`src/hdl/wpm_pkg.sv`:
```
`timescale 1ns / 1ps
// ----------------------------------------------------------------------------
// wpm_pkg
// Shared types and constants for the wildcard pattern matcher.
// ----------------------------------------------------------------------------
package wpm_pkg;

    // Pattern storage depth and derived widths
    localparam int MAX_PATTERN = 32;
    localparam int ROW_W       = MAX_PATTERN + 1;
    localparam int LEN_W       = $clog2(MAX_PATTERN + 1);
    localparam int IDX_W       = (MAX_PATTERN > 1) ? $clog2(MAX_PATTERN) : 1;
    localparam int LEVELS      = $clog2(MAX_PATTERN + 1);

    // Wildcard characters
    localparam logic [7:0] STAR_CHAR  = 8'h2A;
    localparam logic [7:0] QMARK_CHAR = 8'h3F;

    // Request opcodes
    localparam logic [1:0] OP_APPEND = 2'd0;
    localparam logic [1:0] OP_TEXT   = 2'd1;
    localparam logic [1:0] OP_END    = 2'd2;

    typedef struct packed {
        logic [1:0] opcode;
        logic [7:0] char_code;
    } req_t;

    typedef struct packed {
        logic matched;
        logic pattern_overflow;
    } res_t;

    // Classified command handed from front to back
    typedef enum logic [1:0] {
        KIND_APPEND = 2'd0,
        KIND_TEXT   = 2'd1,
        KIND_END    = 2'd2
    } kind_t;

    typedef struct packed {
        kind_t      kind;
        logic [7:0] char_code;
    } cmd_t;

endpackage

```
`src/hdl/wpm_front.sv`:
```
`timescale 1ns / 1ps
// ----------------------------------------------------------------------------
// wpm_front
// Accepts requests, decodes the opcode and queues commands for the back end.
// ----------------------------------------------------------------------------
module wpm_front (
    input  logic          clk,
    input  logic          rst_n,
    input  logic          req_valid,
    output logic          req_stall,
    input  wpm_pkg::req_t req_data,
    output logic          cmd_valid,
    input  logic          cmd_take,
    output wpm_pkg::cmd_t cmd_data
);

    localparam int DEPTH = 2;

    wpm_pkg::cmd_t queue_reg [DEPTH];
    logic          wr_ptr_reg, wr_ptr_next;
    logic          rd_ptr_reg, rd_ptr_next;
    logic [1:0]    count_reg, count_next;

    logic          accept;
    logic          push;
    logic          pop;
    logic          known_op;
    wpm_pkg::cmd_t cmd_in;

    // Classify; the unused opcode is accepted and dropped
    always_comb
    begin
        known_op         = 1'b1;
        cmd_in.char_code = req_data.char_code;
        cmd_in.kind      = wpm_pkg::KIND_APPEND;
        case (req_data.opcode)
            wpm_pkg::OP_APPEND: cmd_in.kind = wpm_pkg::KIND_APPEND;
            wpm_pkg::OP_TEXT:   cmd_in.kind = wpm_pkg::KIND_TEXT;
            wpm_pkg::OP_END:    cmd_in.kind = wpm_pkg::KIND_END;
            default:            known_op    = 1'b0;
        endcase
    end

    assign req_stall = (count_reg == 2'(DEPTH));
    assign accept    = req_valid && !req_stall;
    assign push      = accept && known_op;
    assign cmd_valid = (count_reg != 2'd0);
    assign pop       = cmd_valid && cmd_take;
    assign cmd_data  = queue_reg[rd_ptr_reg];

    always_comb
    begin
        wr_ptr_next = push ? !wr_ptr_reg : wr_ptr_reg;
        rd_ptr_next = pop ? !rd_ptr_reg : rd_ptr_reg;
        count_next  = count_reg;
        if (push && !pop)
        begin
            count_next = count_reg + 2'd1;
        end
        else if (pop && !push)
        begin
            count_next = count_reg - 2'd1;
        end
    end

    always_ff @(posedge clk or negedge rst_n)
    begin
        if (!rst_n)
        begin
            wr_ptr_reg <= 1'b0;
            rd_ptr_reg <= 1'b0;
            count_reg  <= 2'd0;
        end
        else
        begin
            wr_ptr_reg <= wr_ptr_next;
            rd_ptr_reg <= rd_ptr_next;
            count_reg  <= count_next;
        end
    end

    always_ff @(posedge clk)
    begin
        if (push)
        begin
            queue_reg[wr_ptr_reg] <= cmd_in;
        end
    end

endmodule

```
`src/hdl/wpm_back.sv`:
```
`timescale 1ns / 1ps
// ----------------------------------------------------------------------------
// wpm_back
// Holds the pattern and prefix match row, executes commands, drives results.
// ----------------------------------------------------------------------------
module wpm_back (
    input  logic          clk,
    input  logic          rst_n,
    input  logic          cmd_valid,
    output logic          cmd_take,
    input  wpm_pkg::cmd_t cmd_data,
    output logic          res_valid,
    input  logic          res_stall,
    output wpm_pkg::res_t res_data
);

    localparam int N = wpm_pkg::MAX_PATTERN;

    logic [7:0]                   store_reg [N];
    logic [wpm_pkg::LEN_W-1:0]    len_reg, len_next;
    logic [wpm_pkg::ROW_W-1:0]    row_reg, row_next;
    logic                         ovf_reg, ovf_next;
    logic                         res_valid_reg, res_valid_next;
    wpm_pkg::res_t                res_reg, res_next;

    logic [N-1:0]                 in_pat;
    logic [N-1:0]                 is_star;
    logic [N-1:0]                 one_hit;
    logic [wpm_pkg::LEVELS:0][wpm_pkg::ROW_W-1:0] g_lvl;
    logic [wpm_pkg::LEVELS:0][wpm_pkg::ROW_W-1:0] p_lvl;
    logic [wpm_pkg::ROW_W-1:0]    cur;
    logic [wpm_pkg::ROW_W-1:0]    nxt;
    logic                         at_end;
    logic                         text_star;
    logic                         store_we;
    logic                         hit;
    logic                         take;

    assign at_end    = (cmd_data.kind == wpm_pkg::KIND_END);
    assign text_star = (cmd_data.char_code == wpm_pkg::STAR_CHAR);

    // Hold an end command while an unread result blocks the output register
    assign take     = cmd_valid && (!at_end || !res_valid_reg || !res_stall);
    assign cmd_take = take;

    // Per-entry compare against the current byte
    always_comb
    begin
        for (int j = 0; j < N; j++)
        begin
            in_pat[j]  = (wpm_pkg::LEN_W'(j) < len_reg);
            is_star[j] = (store_reg[j] == wpm_pkg::STAR_CHAR);
            one_hit[j] = (store_reg[j] == cmd_data.char_code) ||
                         (store_reg[j] == wpm_pkg::QMARK_CHAR);
        end
    end

    // Spread the row across runs of stars with a parallel prefix network
    always_comb
    begin
        g_lvl[0]    = row_reg;
        p_lvl[0]    = '0;
        for (int j = 1; j <= N; j++)
        begin
            p_lvl[0][j] = is_star[j-1] && in_pat[j-1] && (at_end || !text_star);
        end
        for (int l = 0; l < wpm_pkg::LEVELS; l++)
        begin
            for (int j = 0; j <= N; j++)
            begin
                if (j >= (1 << l))
                begin
                    g_lvl[l+1][j] = g_lvl[l][j] || (p_lvl[l][j] && g_lvl[l][j-(1<<l)]);
                    p_lvl[l+1][j] = p_lvl[l][j] && p_lvl[l][j-(1<<l)];
                end
                else
                begin
                    g_lvl[l+1][j] = g_lvl[l][j];
                    p_lvl[l+1][j] = p_lvl[l][j];
                end
            end
        end
        cur = g_lvl[wpm_pkg::LEVELS];
    end

    // Advance the row by one text byte; an exact or '?' hit wins over a star
    always_comb
    begin
        nxt = '0;
        for (int j = 0; j < N; j++)
        begin
            if (cur[j] && in_pat[j])
            begin
                if (one_hit[j])
                begin
                    nxt[j+1] = 1'b1;
                end
                else if (is_star[j])
                begin
                    nxt[j] = 1'b1;
                end
            end
        end
    end

    assign hit = cur[len_reg] && !ovf_reg;

    always_comb
    begin
        len_next       = len_reg;
        row_next       = row_reg;
        ovf_next       = ovf_reg;
        store_we       = 1'b0;
        res_next       = res_reg;
        res_valid_next = res_valid_reg && res_stall;
        if (take)
        begin
            case (cmd_data.kind)
                wpm_pkg::KIND_APPEND:
                begin
                    if (len_reg < wpm_pkg::LEN_W'(N))
                    begin
                        store_we = 1'b1;
                        len_next = len_reg + wpm_pkg::LEN_W'(1);
                    end
                    else
                    begin
                        ovf_next = 1'b1;
                    end
                end
                wpm_pkg::KIND_TEXT:
                begin
                    row_next = nxt;
                end
                wpm_pkg::KIND_END:
                begin
                    res_next.matched          = hit;
                    res_next.pattern_overflow = ovf_reg;
                    res_valid_next            = 1'b1;
                    row_next                  = wpm_pkg::ROW_W'(1);
                    len_next                  = '0;
                    ovf_next                  = 1'b0;
                end
                default:
                begin
                end
            endcase
        end
    end

    always_ff @(posedge clk or negedge rst_n)
    begin
        if (!rst_n)
        begin
            len_reg       <= '0;
            row_reg       <= wpm_pkg::ROW_W'(1);
            ovf_reg       <= 1'b0;
            res_valid_reg <= 1'b0;
        end
        else
        begin
            len_reg       <= len_next;
            row_reg       <= row_next;
            ovf_reg       <= ovf_next;
            res_valid_reg <= res_valid_next;
        end
    end

    always_ff @(posedge clk)
    begin
        res_reg <= res_next;
        if (store_we)
        begin
            store_reg[len_reg[wpm_pkg::IDX_W-1:0]] <= cmd_data.char_code;
        end
    end

    assign res_valid = res_valid_reg;
    assign res_data  = res_reg;

endmodule

```
`src/hdl/wildcard_pattern_matcher_unit.sv`:
```
`timescale 1ns / 1ps
// ----------------------------------------------------------------------------
// wildcard_pattern_matcher_unit
// Glob matcher: '?' takes one byte, '*' takes any run. Pattern bytes load
// first, text bytes stream through a prefix match row, an end request reports.
// ----------------------------------------------------------------------------
//
//  channel | signals                       | payload fields
//  --------+-------------------------------+-------------------------------
//  request | req_valid, req_stall, req_data| opcode, char_code
//  result  | res_valid, res_stall, res_data| matched, pattern_overflow
//
// One request per cycle is sustained while req_stall is low; the next prefix row
// is computed combinationally through a parallel prefix network over the stored pattern.
// res_valid rises once its end request has passed through the queue and then into
// the output register; other requests give none.
// Reset empties the queue and pattern, sets only row bit zero, clears overflow.
// Stall on the result side holds only end requests; the two-entry queue keeps
// accepting until full, which raises req_stall.
//
module wildcard_pattern_matcher_unit (
    input  logic          clk,
    input  logic          rst_n,
    input  logic          req_valid,
    output logic          req_stall,
    input  wpm_pkg::req_t req_data,
    output logic          res_valid,
    input  logic          res_stall,
    output wpm_pkg::res_t res_data
);

    logic          cmd_valid;
    logic          cmd_take;
    wpm_pkg::cmd_t cmd_data;

    // Front end: accept, decode, queue
    wpm_front u_front (
        .clk       (clk),
        .rst_n     (rst_n),
        .req_valid (req_valid),
        .req_stall (req_stall),
        .req_data  (req_data),
        .cmd_valid (cmd_valid),
        .cmd_take  (cmd_take),
        .cmd_data  (cmd_data)
    );

    // Back end: pattern store, match row, result register
    wpm_back u_back (
        .clk       (clk),
        .rst_n     (rst_n),
        .cmd_valid (cmd_valid),
        .cmd_take  (cmd_take),
        .cmd_data  (cmd_data),
        .res_valid (res_valid),
        .res_stall (res_stall),
        .res_data  (res_data)
    );

endmodule
```
`config.mk`:
```
export PLATFORM = sky130hd
export DESIGN_NAME = wildcard_pattern_matcher_unit
export DESIGN_NICKNAME = d
export VERILOG_FILES = /design/src/hdl/wpm_pkg.sv /design/src/hdl/wpm_front.sv /design/src/hdl/wpm_back.sv /design/src/hdl/wildcard_pattern_matcher_unit.sv
export SDC_FILE = /design/constraint.sdc
export NUM_CORES = 1
export LEC_CHECK = 0
export BUFFER_PORTS_ARGS = -buffer_cell sky130_fd_sc_hd__buf_4
export CORE_MARGIN = 1
export CORE_UTILIZATION = 40
export CTS_CLUSTER_DIAMETER = 100
export DETAILED_ROUTE_END_ITERATION = 12
export SYNTH_ARGS = -nofsm -noshare
export SYNTH_HDL_FRONTEND = slang
export SYNTH_SLANG_ARGS = --single-unit
```
`constraint.sdc`:
```
create_clock -name clk -period 10.25 [get_ports clk]
set_clock_uncertainty 0.2 [all_clocks]
set_input_delay 2.05 -clock clk [delete_from_list [all_inputs] [get_ports clk]]
set_output_delay 2.05 -clock clk [all_outputs]
set_load 0.01 [all_outputs]
```
# After elaboration in Yosys (flattened, before gate mapping)
# Memory sizes are Yosys's and may differ from the RTL's.
# Cells that the tools add are included.
word_totals:
  ff_bits: 47
  wordCells: 833
  memories: 2
  output_inout_bits: 4
  ram_bits: 276
  in_bits: 14
mem_list:
  columns: ["memory", "words", "width", "rd", "rd_clocked_by_memory_dff", "wr", "line", "source"]
  rows:
  - ["u_back.store_reg", 32, 8, 32, 0, 1, "wpm_back.sv:19", "logic [7:0] store_reg [N];"]
  - ["u_front.queue_reg", 2, 10, 1, 0, 1, "wpm_front.sv:19", "wpm_pkg::cmd_t queue_reg [DEPTH];"]
classes:
  order_cmp: 34
  addsub: 3
  mux: 148
  eq_ne: 104
  reduce_logical: 533
op_table:
  columns: ["operator", "n"]
  rows:
  - ["8-bit by 6-bit == test with 1-bit output (second input constant)", 65]
  - ["1-bit logical AND", 342]
  - ["8-bit == test", 32]
  - ["1-bit logical OR", 170]
  - ["1-bit two-way mux", 108]
  - ["5-bit by 6-bit less-than comparator with 1-bit output (first input constant)", 16]
  - ["2-bit two-way mux", 34]
  - ["33-bit case mux with 2 select lines", 1]
  - ["4-bit by 6-bit less-than comparator with 1-bit output (first input constant)", 8]
  - ["3-bit by 6-bit less-than comparator with 1-bit output (first input constant)", 4]
  - ["1-bit by 6-bit less-than comparator with 1-bit output (first input constant)", 2]
  - ["2-bit by 6-bit less-than comparator with 1-bit output (first input constant)", 2]
  - ["6-bit case mux with 2 select lines", 1]
  - ["1-bit zero test", 10]
  - ["2-bit nonzero test", 4]
  - ["6-bit by 7-bit less-than comparator with 1-bit output (second input constant)", 1]
  - ["6-bit by 1-bit adder with 6-bit output (second input constant)", 1]
  - ["1-bit binary-select mux with 6-bit select", 1]
  - ["2-bit == test (second input constant)", 3]
  - ["6-bit less-than comparator (second input constant)", 1]
  - ["6-bit two-way mux", 1]
  - ["3-bit AND reduction", 2]
  - ["2-bit by 1-bit == test with 1-bit output (second input constant)", 2]
  - ["2-bit zero test", 2]
  - ["8 further kinds", 9]

# Logic depth before layout (Yosys ltp)
# Gate-level depths: netlist of run 1.
# An unclocked memory read counts as a cell.
logic_depth:
  ltp_word: 100
  ltp_mapped: 19
  depth_no_buf: 14

# Cells and area by module
# Synthesis of run 1 repeated with hierarchy kept, for this count alone.
unflattened:
  hier_cells: 1536
  area_unflattened_um2: 17460.5
modules_own_cells:
  columns: ["module", "seq_area_each_um2", "n_inst", "cells_per_inst", "area_each_um2"]
  rows:
  - ["wpm_back", 8774.7, 1, 1483, 16499.6]
  - ["wpm_front", 700.7, 1, 53, 960.9]

# Worst setup path after synthesis of run 1
# OpenSTA, ideal clock, no wires.
synth_path:
  kind: "register to register"
  startpoint: "register u_back.len_reg[0] (netlist bit)"
  endpoint: "register u_back.res_reg, in the netlist u_back.res_data[1] (data pin)"
  t_required_ps: 9883
  synth_period_minus_slack_ps: 4139
  setup_ps: 167
  t_arrival_ps: 3772
  path_stages_with_launch: 16
  setup_slack_ps: 6111
  path_buffers: 1
  path_cell_list: "dfrtp_1 > clkbuf_1 > clkinv_1 > ha_1 > nor2b_1 > a21oi_1 > or4b_1 > nand4b_4 > nor3_1 > a21o_1 > or2_1 > and2_1 > a41oi_1 > a2111oi_4 > a311oi_1 > a211oi_1"
synth_between:
  elab_chain_len: 17
  word_cells_on_any_way: 472
  classes_between: "order compare: 32; mux: 2; reduce/logical: 438"
synth_lines:
  columns: ["element", "line", "source"]
  rows:
  - ["start, declared", "wpm_back.sv:20", "logic [wpm_pkg::LEN_W-1:0] len_reg, len_next;"]
  - ["start signal, assigned", "wpm_back.sv:162", "len_reg <= len_next;"]
  - ["1-bit by 6-bit less-than comparator with 1-bit output", "wpm_back.sv:51", "in_pat[j] = (wpm_pkg::LEN_W'(j) < len_reg);"]
  - ["1-bit logical AND (2 in series)", "wpm_back.sv:65", "p_lvl[0][j] = is_star[j-1] && in_pat[j-1] && (at_end || !text_star);"]
  - ["1-bit logical AND", "wpm_back.sv:73", "g_lvl[l+1][j] = g_lvl[l][j] || (p_lvl[l][j] && g_lvl[l][j-(1<<l)]);"]
  - ["1-bit logical OR", "wpm_back.sv:73", null]
  - ["1-bit logical AND", "wpm_back.sv:73", null]
  - ["1-bit logical OR", "wpm_back.sv:73", null]
  - ["1-bit logical AND", "wpm_back.sv:73", null]
  - ["1-bit logical OR", "wpm_back.sv:73", null]
  - ["1-bit logical AND", "wpm_back.sv:73", null]
  - ["1-bit logical OR", "wpm_back.sv:73", null]
  - ["1-bit logical AND", "wpm_back.sv:73", null]
  - ["1-bit logical OR (2 in series)", "wpm_back.sv:73", null]
  - ["1-bit binary-select mux with 6-bit select *", "wpm_back.sv:106", "assign hit = cur[len_reg] && !ovf_reg;"]
  - ["1-bit two-way mux (not written as such) *", "wpm_back.sv:106", null]
  - ["1-bit logical AND *", "wpm_back.sv:106", null]
  - ["net u_back.hit", "wpm_back.sv:36", "logic hit;"]
  - ["end signal, assigned", "wpm_back.sv:171", "res_reg <= res_next;"]
  - ["end, declared", "wpm_back.sv:24", "wpm_pkg::res_t res_reg, res_next;"]
# Mark *: on every way through the listed nets, which the timed path passes. The rest lies on a longest branch. The select of a mux whose other input is x is not followed.
# A chain may end at the register's enable or synchronous reset.

# Worst setup path after layout of run 1
layout_path:
  startpoint: "register u_front.rd_ptr_reg"
  endpoint: "register u_back.res_reg, in the netlist u_back.res_data[1] (data pin)"
layout_between:
  elab_chain_len: 19
  word_cells_on_any_way: 413
  classes_between: "eq/ne: 2; mux: 2; reduce/logical: 408; memory: 1"
layout_lines:
  columns: ["element", "line", "source"]
  rows:
  - ["start, declared", "wpm_front.sv:21", "logic rd_ptr_reg, rd_ptr_next;"]
  - ["start signal, assigned", "wpm_front.sv:77", "rd_ptr_reg <= rd_ptr_next;"]
  - ["memory read 2 x 10 bit *", null, null]
  - ["8-bit by 6-bit == test with 1-bit output", "wpm_back.sv:40", "assign text_star = (cmd_data.char_code == wpm_pkg::STAR_CHAR);"]
  - ["1-bit zero test", "wpm_back.sv:65", null]
  - ["1-bit logical OR *", "wpm_back.sv:65", null]
  - ["1-bit logical AND", "wpm_back.sv:65", null]
  - ["1-bit logical AND", "wpm_back.sv:73", null]
  - ["1-bit logical OR", "wpm_back.sv:73", null]
  - ["1-bit logical AND", "wpm_back.sv:73", null]
  - ["[... 3 more ...]", null, null]
  - ["1-bit logical AND", "wpm_back.sv:73", null]
  - ["1-bit logical OR", "wpm_back.sv:73", null]
  - ["1-bit logical AND", "wpm_back.sv:73", null]
  - ["1-bit logical OR (2 in series)", "wpm_back.sv:73", null]
  - ["1-bit binary-select mux with 6-bit select *", "wpm_back.sv:106", null]
  - ["1-bit two-way mux (not written as such) *", "wpm_back.sv:106", null]
  - ["1-bit logical AND *", "wpm_back.sv:106", null]
  - ["net u_back.hit", "wpm_back.sv:36", null]
# Marks and branches as above.

==> impl_metrics.toml, run 1 <==
[worst_setup_path]
worstSetupPathType = "register to register"
rr_startpoint = "u_front.rd_ptr_reg"
end_kind = "register"
cp_max_fo = 49
worstRegToRegCells = 15
critPathRequiredTime_ns = 10.33
r2r_slack_ns = 4.63
worstSetupStartpointType = "register"
crit_start = "u_front.rd_ptr_reg"
cp_data_arrival_time_ns = 5.70
rr_endpoint = "u_back.res_data[1]"

[power]
p_leak_nw = 6.22
peakVddDrop_v = 0.000141
power_density_nw_per_um2 = 227
total_power_w = 0.00442

[global_routing]
grt_pass1_vias = 12700
grt_max_degree = 50
grt_pass1_wl_um = 78000
grt_usage_pct = 23.6
overflow = 0
antenna_found_initial = 2

[yosys]
synth_edf_count = 278
synthesis.area_sq_um = 17300
ys_warn_count = 0
ys_async_sr_fraction_pct = 13.9
synth.distinct_cells = 85
ys_ff_latch = 323
synth_nets = 1579
synthFlopType = "edfxtp_1"
avgSynthCellArea_sq_um = 11.1
ys_seq_area_share_pct = 54.6
syn_inst = 1557

[final_layout]
n_antenna_cell = 0
area_growth_pct = 12.3
fin_nets = 1600
largest_reg_flops = 256
drive_above_1_share_pct = 8.77
stdcell_count = 2184
fillers = 3880

[hold_path]
hp-class = "register to register"
min_from = "u_back.row_reg[0]"
whs_endpoint = "u_back.row_reg[0]"
hold_path_depth = 2

[route]
wire_per_inst_um = 23.5
dr.pass1.iters = 5
wirelength_um = 51300
ant_nets = 0
drcViolationCount = 0
via_per_inst = 5.86
via_count = 12800
drt_iter0_drc = 1088

[cts]
cts_made_buffers = 38
clk_path_buf_depth = 3
htree_levels = 2
clockRootBuffer = "clkbuf_16"
clock_sinks = 323
clk_latency_ns = 0.56
tritoncts = "done"
cts_hold_buf = 0
cts.reportedPaths.clkPinSlew_ns = 0.06
ctsResizeCount = 0
post-cts-setup-buffers = 0

[placed_design]
place_inst = 2115
dp_hpwl_um = 33100
numPortBuffers = 17
place.gp.congestion = 0.968

[floorplan]
start_util_pct = 41.0
num_io_pins = 18
die_x_um = 210
dieArea_sq_um = 44200
row_count = 75
core_area_sq_um = 42300
die_y_um = 210

[timing]
min_period_ns = 5.62
tightestPinTransition_ns = 1.12
max_freq_mhz = 178
finalCritPeriodShare_pct = 54.8
max_slew_margin_pct = 24.8
hold_viol_final = 0
setup_viol = 0
rsz0062_at_grt = "no"
finalSetupTns_ns = 0
maxSlewViolCount = 0

[outcome]
status = "complete, no violations"

[job]
drv_cap = 0
## Yosys cell counts, types with 5 or more instances
cell type,n,area [sq um]
a22o_1,5,43.8
a21o_1,15,113
edfxtp_1,278,8350
nor4b_1,5,43.8
a21oi_1,57,285
buf_2,6,30.0
a41oi_1,15,131
dfrtp_1,44,1100
clkbuf_1,44,165
o2111a_1,5,56.3
and4b_1,5,50.1
nand2_1,109,409
or2_2,10,62.6
inv_1,30,113
ha_1,8,100
o21bai_1,9,67.6
nor3_1,64,320
nor4bb_1,6,60.1
o21ai_0,48,240
o21ai_1,6,30.0
mux2i_1,8,80.1
nand4_1,45,282
or4_1,5,37.5
nor4_1,58,363
a32oi_1,11,96.3
or3_1,16,100
nor2b_1,11,68.8
nand3_1,51,255
o211ai_1,5,37.5
xor2_1,56,490
o31ai_1,10,75.1
buf_1,9,33.8
nor2_1,129,484
o21a_1,6,45.0
o32ai_1,6,52.6
xnor2_1,205,1800
nand2b_1,8,50.1
and2_1,11,68.8
a31oi_1,38,238
and3_1,18,113
## stage by stage
step	util [%]	hold WS [ns]	cell area, sq um	setup WS [ns]
3_3_place_gp	43.0	0.266	18200	4.80
3_5_place_dp	43.0	0.284	18200	4.71
5_1_grt	46.0	0.309	19500	4.37
2_1_floorplan	-	0.250	17300	6.11
6_report	46.0	0.294	19500	4.63
4_1_cts	46.0	0.295	19500	4.66
## metal layers
metal | routed length (um) | vias up | GRT usage (%)
met4 | 1410 | 2 | 8.10
met2 | 23900 | 446 | 37.8
li1 | - | 5910 | -
met1 | 22700 | 6358 | 32.2
met3 | 3280 | 92 | 4.34
met5 | 11 | - | 0
## how the worst max path moves through the flow
stage | endpoint | cells past startpoint | slack [ns]
after floorplan | u_back.res_data[1] | 15 | 6.11
after global placement | u_back.res_data[1] | 15 | 4.80
after detailed placement | u_back.res_data[1] | 15 | 4.71
after CTS | u_back.res_data[1] | 15 | 4.66
after global routing | u_back.res_data[1] | 15 | 4.37
final | u_back.res_data[1] | 15 | 4.63
## cells in the final DEF (no fill, tap or decap), types with 16 or more instances in the layout
master	n
nand4_1	45
a31oi_1	38
buf_4	43
clkbuf_16	41
inv_1	30
dfrtp_1	44
xor2_1	56
nor2_1	129
a21oi_1	56
or3_1	16
nor4_1	58
nand2_1	109
nor3_1	64
xnor2_1	205
edfxtp_1	278
and3_1	18
o21ai_0	48
nand3_1	51
## layout make-up
class / instances / area, sq um / share of cell area, %
Clock buffer: 56 / 1140 / 5.87
Clock inverter: 13 / 120 / 0.617
Inverter: 35 / 131 / 0.675
Multi-Input combinational cell: 1137 / 7560 / 38.8
Sequential cell: 323 / 9480 / 48.7
Tap cell: 577 / 722 / 3.71
Timing Repair Buffer: 43 / 323 / 1.66
## critical path: stages, from the launching register on
cell and delay (ns):
dfrtp_1 0.41, mux2i_4 0.19, buf_4 0.28, inv_2 0.08
buf_4 0.62, nand4_1 0.25, a211o_1 0.72, a31o_1 0.41
o311ai_1 0.36, nand3_1 0.30, o31ai_1 0.46, o21a_2 0.29
nor2_1 0.08, or4_1 0.40, a31oi_1 0.19, a211oi_1 0.09
## power breakdown
group	switching [W]	leakage, nW	internal, W
Sequential	0.0000494	3.12	0.00162
Clock	0.000540	0.624	0.000823
Combinational	0.000967	2.48	0.000427
## kinds of logic after synthesis
logic type	synth area share (%)
AND/OR/NAND/NOR	17.0
flip-flops	54.6
AO/OA/AOI/OAI	11.5
XOR/XNOR	13.2
buffers and inverters	2.21
multiplexers	0.930
adder cells (fa/ha/maj)	0.577
(Power assumes the default switching activity.)
==> run 2, diff against run 1 <==
==> constraint.sdc (replaced) <==
create_clock -name clk -period 5 [get_ports clk]
set_clock_uncertainty 0.2 [all_clocks]
set_input_delay 1 -clock clk [delete_from_list [all_inputs] [get_ports clk]]
set_output_delay 1 -clock clk [all_outputs]
set_load 0.01 [all_outputs]
==> run 2 against run 1 <==
Via count grew 2.0%. Non-clock buffer count grew 33. Global-route usage shrank 0.38 points. Clock power grew 91%. Cell count grew 1.3%. Sequential cell count is the same. Fmax grew 19%. Sequential power grew 100%. Power grew 100%. Combinational power grew 110%.
==> impl_metrics.toml, run 2 (same netlist as run 1, synthesis figures left out) <==
[worst_setup_path]
critPathRequiredTime_ns = 5.07
end_kind = "register"
crit_slowest_cell = "dfrtp_1"
cp_max_fo = 16
worstSetupPathType = "register to register"
cp_data_arrival_time_ns = 4.81
crit_path_cell_trace = "buf_4 > or4_1 > o21ai_0 > o31ai_1 > o2111a_1 > o311ai_1 > nand3_1 > o31ai_1 > o21a_2 > nor2_1 > or4_1 > a31oi_1 > a211oi_1"
worstSetupStartpointType = "register"
cp_slowest_stage_delay_ns = 0.51

[cts]
cts_hold_buf = 0
clockRootBuffer = "clkbuf_16"
clk_latency_ns = 0.55
cts_made_buffers = 36
clk_path_buf_depth = 3
post-cts-setup-buffers = 0
clock_sinks = 323
ctsResizeCount = 0
htree_levels = 2
cts.reportedPaths.clkPinSlew_ns = 0.08
tritoncts = "done"

[floorplan]
die_y_um = 210
num_io_pins = 18
dieArea_sq_um = 44200
core_area_sq_um = 42300
die_x_um = 210
row_count = 75
start_util_pct = 41.0

[power]
peakVddDrop_v = 0.000268
power_density_nw_per_um2 = 457
p_leak_nw = 6.34
total_power_w = 0.00897

[final_layout]
n_antenna_cell = 0
fin_nets = 1631
drive_above_1_share_pct = 10.0
mostFrequentLayoutCells = "edfxtp_1 (278), xnor2_1 (205), nor2_1 (129)"
area_growth_pct = 13.2
stdcell_count = 2212
fillers = 3816
final_area_sq_um = 19600
final_common_cell = "edfxtp_1"
largest_reg_flops = 256

[placed_design]
numPortBuffers = 17
dpl_cell_area_sq_um = 18500
place.gp.congestion = 0.974
dp_hpwl_um = 34800
place_inst = 2148

[timing]
tightestPinTransition_ns = 1.06
rsz0062_at_grt = "no"
hold_viol_final = 0
setup_viol = 0
maxSlewViolCount = 0
min_period_ns = 4.74
finalCritPeriodShare_pct = 94.8
max_freq_mhz = 211
finalSetupTns_ns = 0
max_slew_margin_pct = 29.1

[global_routing]
grt_max_degree = 49
grt_pass1_wl_um = 77700
antenna_found_initial = 0
overflow = 0
grt_usage_pct = 23.2
grt_pass1_vias = 12900

[route]
ant_nets = 0
drcViolationCount = 0
wire_per_inst_um = 23.0
via_count = 13100
via_per_inst = 5.91
dr.pass1.iters = 6
wirelength_um = 50900
drt_iter0_drc = 1246

[outcome]
status = "complete, no violations"

[hold_path]
hp-class = "register to register"

[job]
drv_cap = 0
run 2: cell types whose count changed in the layout (fill, tap and decap cells not counted), sizes merged:
cell,change
buf,+33
clkbuf,-13
clkinv,+7
bufinv,+2
clkinvlp,-1
run 2: path summary, 6_finish.rpt:
kind / cells after the start / start / endpoint / slack (ns)
min in group asynchronous: 1 / rst_n / u_back.row_reg[28] / 0.33
max: 13 / u_back.len_reg[2] / u_back.res_data[1] / 0.26
max in group asynchronous: 1 / rst_n / u_back.row_reg[30] / 3.79
max reg2reg: 13 / u_back.len_reg[2] / u_back.res_data[1] / 0.26
min reg2reg: 1 / u_front.wr_ptr_reg / u_front.wr_ptr_reg / 0.29
min: 1 / u_front.wr_ptr_reg / u_front.wr_ptr_reg / 0.29
run 2: area by class of cell:
cell class,count,area [sq um],area share [%]
clock buffers,43,948,4.83
clock inverters,21,194,0.988
inverters,35,131,0.669
multi-input cells,1137,7560,38.5
flip-flops and latches,323,9480,48.2
well taps,577,722,3.68
repair buffers,76,608,3.10
run 2: per-stage QoR:
| step | setup WS [ns] | hold WS [ns] | util, % |
|---|---|---|---|
| 2_1_floorplan | 0.861 | 0.250 | - |
| 3_3_place_gp | 0.508 | 0.267 | 43.7 |
| 3_5_place_dp | 0.378 | 0.278 | 43.7 |
| 4_1_cts | 0.362 | 0.291 | 46.4 |
| 5_1_grt | 0.00764 | 0.314 | 46.4 |
| 6_report | 0.262 | 0.290 | 46.4 |
run 2: worst max-delay path: cells and delay by family, from the launching register on:
| family | cells | cell delay, ns |
|---|---|---|
| flip-flops | 1 | 0.51 |
| buffers and inverters | 1 | 0.25 |
| AO/OA/AOI/OAI | 8 | 2.19 |
| AND/OR/NAND/NOR | 4 | 1.30 |
run 2: layer usage:
layer,routed length [um],part of all wire (%),global-route usage (%),vias up
met5,0,0,0,-
met4,1270,2.5,7.45,0
met3,2640,5.2,3.26,85
met2,24100,47,38.5,427
met1,22900,45,31.4,6578
li1,-,-,-,5980
run 2: where the power goes:
group | internal, W | leakage (nW) | switching [W]
Sequential | 0.00331 | 3.12 | 0.000101
Combinational | 0.000964 | 2.66 | 0.00199
Clock | 0.00155 | 0.565 | 0.00105
